**config.mk**
```make
export PLATFORM = sky130hd
export DESIGN_NAME = pm_cell
export DESIGN_NICKNAME = d
export VERILOG_FILES = /design/src/rtl/pm_pkg.sv /design/src/rtl/pm_cell.sv
export SDC_FILE = /design/constraint.sdc
export NUM_CORES = 2
export LEC_CHECK = 0
export BUFFER_PORTS_ARGS = -buffer_cell sky130_fd_sc_hd__buf_2
export CORE_MARGIN = 1
export CORE_UTILIZATION = 58
export DETAILED_ROUTE_END_ITERATION = 10
export GPL_TIMING_DRIVEN = 0
export PLACE_DENSITY = 0.86
export SYNTH_ARGS = -nofsm -noshare
export SYNTH_HDL_FRONTEND = slang
export SYNTH_SLANG_ARGS = --single-unit
```
**constraint.sdc**
```tcl
create_clock -name clock -period 9.85 [get_ports clock]
set_input_delay 0.4925 -clock clock [delete_from_list [all_inputs] [get_ports clock]]
set_output_delay 0.4925 -clock clock [all_outputs]
set_load 0.02 [all_outputs]
```
**src/rtl/pm_pkg.sv**
```systemverilog
package pm_pkg;

   localparam int DATA_W        = 32;
   localparam int TERM_W        = 6;
   localparam int DEF_MAX_TERMS = 32;
   localparam int DEF_FRAC_BITS = 16;

   typedef struct packed {
      logic clear;
      logic advance;
   } cell_ctl_type;

endpackage

```
**src/rtl/pm_cell.sv**
```systemverilog
module pm_cell #(
   parameter int SUM_W = 2 * pm_pkg::DATA_W + 5
) (
   input  logic                                clock,
   input  pm_pkg::cell_ctl_type                ctl,
   input  logic                                a_load,
   input  logic                                b_load,
   input  logic                                a_en,
   input  logic signed [pm_pkg::DATA_W-1:0]    coef,
   input  logic signed [pm_pkg::DATA_W-1:0]    x,
   input  logic signed [pm_pkg::DATA_W-1:0]    b_up,
   input  logic signed [SUM_W-1:0]             sum_up,
   output logic signed [pm_pkg::DATA_W-1:0]    b_out,
   output logic signed [SUM_W-1:0]             sum_out
);
   import pm_pkg::*;

   logic signed [DATA_W-1:0]   a_ff;
   logic signed [DATA_W-1:0]   b_ff;
   logic signed [2*DATA_W-1:0] prod_ff;
   logic signed [2*DATA_W-1:0] prod_in;
   logic signed [SUM_W-1:0]    sum_ff;
   logic signed [SUM_W-1:0]    sum_in;

   always_comb begin
      prod_in = '0;
      if (a_en) begin
         prod_in = a_ff * x;
      end
      sum_in  = sum_up + SUM_W'(prod_ff);
   end

   always_ff @(posedge clock) begin
      if (a_load) begin
         a_ff <= coef;
      end
      if (b_load) begin
         b_ff <= coef;
      end else if (ctl.advance) begin
         b_ff <= b_up;
      end
      if (ctl.clear) begin
         prod_ff <= '0;
         sum_ff  <= '0;
      end else if (ctl.advance) begin
         prod_ff <= prod_in;
         sum_ff  <= sum_in;
      end
   end

   assign b_out   = b_ff;
   assign sum_out = sum_ff;

endmodule

```
==> results.rst <==
.. list-table::
   :header-rows: 1

   * - Metric
     - Value
   * - Number of clock buffers inserted by TritonCTS
     - 17
   * - Synth warnings
     - 0
   * - GRT Resource Usage Total
     - 39.1%
   * - Signed area change from the synthesized netlist to the final layout
     - 7.02%
   * - Final period utilization
     - 96.3%
   * - Count of pins over their slew limit
     - 0
   * - Number of ports placed on the die boundary
     - 272
   * - Top fanout value on the critical path
     - 11
   * - GPL Wtd Cong
     - 1.05
   * - Clk sinks
     - 197
   * - Count of flip-flops with a built-in enable after synthesis
     - 64
   * - TritonCTS clock tree
     - yes
   * - Worst EP arrival
     - between 9000 and 10,000 ps
   * - First-pass GRT wire length
     - around 240 mm
   * - Most common cell on crit path
     - fa_1
   * - Routed via count
     - 37,800
   * - Die span in y
     - 286 um
   * - Number of cells on the worst hold path
     - 1
   * - Summed negative setup slack over all endpoints
     - 0 ps
   * - DRT Pass-1 Iters
     - 7
   * - Number of design rule violations left after detail routing
     - 0
   * - Initial antenna violation count
     - 20
   * - Clock latency on the worst-skew pair
     - 470 ps
   * - Worst hold-check slack
     - 208 ps
   * - Clk slew on worst S/H paths
     - 80 ps
   * - Net count after synthesis
     - about 6,500
   * - Num rows
     - approximately 100
   * - Max Freq
     - 105 MHz
   * - Nature of the critical path startpoint
     - flip-flop
   * - Synthesized area per cell
     - 9.39 um2
   * - Dominant register cell in the synthesized netlist
     - dfxtp_1
   * - Starting utilization of the core area
     - roughly 59%
   * - Hold violation total from the final report
     - 0
   * - Slowest Stage Delay on Critical Path
     - 970 ps
   * - Mean routed wirelength per cell
     - ~25 um
   * - Yosys cell types
     - 81
   * - RSZ-0062 raised after global routing
     - no
   * - Final net count
     - 6,773
   * - Placeable core region
     - 79,400 um2
   * - Vias in the first global route
     - approximately 40,000
   * - Standard cell with the maximum stage delay on the critical path
     - fa_1
   * - DIE AREA
     - between 80,000 and 90,000 um2
   * - Crit end category
     - flip-flop
   * - Count of state elements after synthesis
     - 197
   * - Worst Path Required
     - 10,190 ps
   * - Instance count of the mapped netlist
     - roughly 5,000
   * - Crit path time final
     - 9490 ps
   * - Remaining global-route overflow
     - 0
   * - Post-Syn Area
     - 46,800 um2
   * - Path type of the worst setup path
     - reg2reg
   * - Total length of routed wires
     - 156 mm
   * - Min-delay worst type
     - in2reg
   * - Fraction of layout instances using a drive strength above 1
     - 7.03%
   * - Max Cap Viol
     - 0
   * - Clock Path Buffers
     - 2
   * - Number of DRC markers after the initial detailed-route iteration
     - 3,665
   * - Status
     - complete, no violations
   * - Count of final setup violators
     - 0
   * - CTS root buffer
     - clkbuf_16
   * - Post-CTS setup repair buffer count
     - 0
   * - Layout filler cell count
     - 6,585
   * - HPWL after detailed placement
     - around 130 mm
   * - Rel. slew slack
     - 19.1%
   * - Port buffer count
     - 268
   * - Number of vias per cell after detailed routing
     - 5.97
   * - Die X-Extent
     - 286 um
   * - Worst Max-Slew Pin Slew
     - 1210 ps
   * - Routed Antenna Nets
     - 0
   * - Largest net degree at the start of global routing
     - 33
   * - Worst Reg-to-Reg Cells
     - 28
   * - H-Tree Level Count
     - 4
   * - Sequential-to-total area share from yosys stat
     - 9.80%
   * - Proportion of register bits with asynchronous set or reset after synthesis
     - 0%
   * - Final worst clock skew
     - roughly 20 ps
layer usage:
metal  wire length [um]  vias up  share of wire, %  GRT usage [%]
met5                145        -             0.093              0
met4              12400       20               8.0           25.7
met3              17300      670                11           9.03
met2              70500     2357                45           60.5
met1              55500    19100                36           49.6
li1                   -    15600                 -              -
registers in the layout, indices dropped and copies added, names as in the netlist:
signal	flops
a_ff	32
b_out	32
prod_ff	64
sum_out	69
synthesized netlist by cell type (23+ instances only):
cell         n  share of area (%)
o21ai_0     72               0.77
xor2_1      51               0.95
nand2_1    588                4.7
ha_1       252                6.7
edfxtp_1    64                4.1
mux2_2      32               0.77
nor2_1     159                1.3
a21o_1      68                1.1
a21oi_1    191                2.0
xnor2_1     84                1.6
nor2b_1     49               0.66
and2_1     524                7.0
nand3_1     36               0.39
mux2i_1     39               0.83
clkbuf_1   245                2.0
inv_1      974                7.8
nand2b_1    25               0.33
a22o_1      23               0.43
dfxtp_1    133                5.7
o21bai_1    28               0.45
fa_1      1083                 46
nand4_1     26               0.35
layout by cell type, fill, tap and decap left out, types with 23 or more instances in the layout:
master,n
o21ai_0,72
xnor2_1,84
buf_2,278
and2_1,524
dfxtp_1,133
xor2_1,51
ha_1,252
a22o_1,23
mux2_2,32
fa_1,1082
nand2b_1,25
nand2_1,588
nand3_1,36
nand4_1,26
nor2_1,159
inv_1,974
a21oi_1,191
mux2i_1,39
o21bai_1,28
edfxtp_1,64
clkbuf_1,245
nor2b_1,49
a21o_1,68
stage by stage:
step	util, %	std cells	setup WS [ps]	area [um2]
after floorplan	-	4979	1960	46800
after global placement	62.3	6297	410	49400
after detailed placement	62.3	6297	283	49400
after CTS	63.0	6329	301	50000
after global routing	63.0	6331	38.0	50000
final	63.1	6338	361	50100
worst max-delay path: cells and delay by family (launching register included):
| family | cells | cell delay (ps) |
|---|---|---|
| AND/OR/NAND/NOR | 2 | 340 |
| XOR/XNOR | 1 | 250 |
| flip-flops | 1 | 540 |
| adder cells (fa/ha/maj) | 9 | 5000 |
| AO/OA/AOI/OAI | 9 | 1490 |
| buffers and inverters | 7 | 1730 |
repair_timing:
| item | in CTS | in global routing |
|---|---|---|
| setup endpoints to repair | 0 | 3 |
| resized for setup | 0 | 2 |
| hold buffers | 0 | 0 |
cell type report:
class	count	area (um2)	share of cell area (%)
Tap cell	1050	1310	2.62
Multi-Input combinational cell	3548	37600	75.0
Inverter	974	3660	7.30
Clock buffer	18	429	0.857
Antenna cell	8	20.0	0.0400
Buffer	260	990	1.98
Clock inverter	14	148	0.295
Timing Repair Buffer	269	1370	2.73
Sequential cell	197	4580	9.16
logic make-up after synthesis:
kind of cell             count (synthesis)  synth area share (%)
AO/OA/AOI/OAI                          538                  7.44
XOR/XNOR                               135                  2.53
adder cells (fa/ha/maj)               1335                  53.1
flip-flops                             197                  9.80
multiplexers                            71                  1.60
AND/OR/NAND/NOR                       1469                  15.6
buffers and inverters                 1234                  9.93
worst paths after layout:
kind / end / slack (ps) / from
max: prod_ff[61] / 360 / a_ff[31]
min: a_ff[29] / 210 / coef[29]
max reg2reg: prod_ff[61] / 360 / a_ff[31]
min reg2reg: prod_ff[56] / 460 / prod_ff[56]
Power is not shown: default switching activity piles up to over one toggle a cycle in this logic, so the estimate is an artifact.
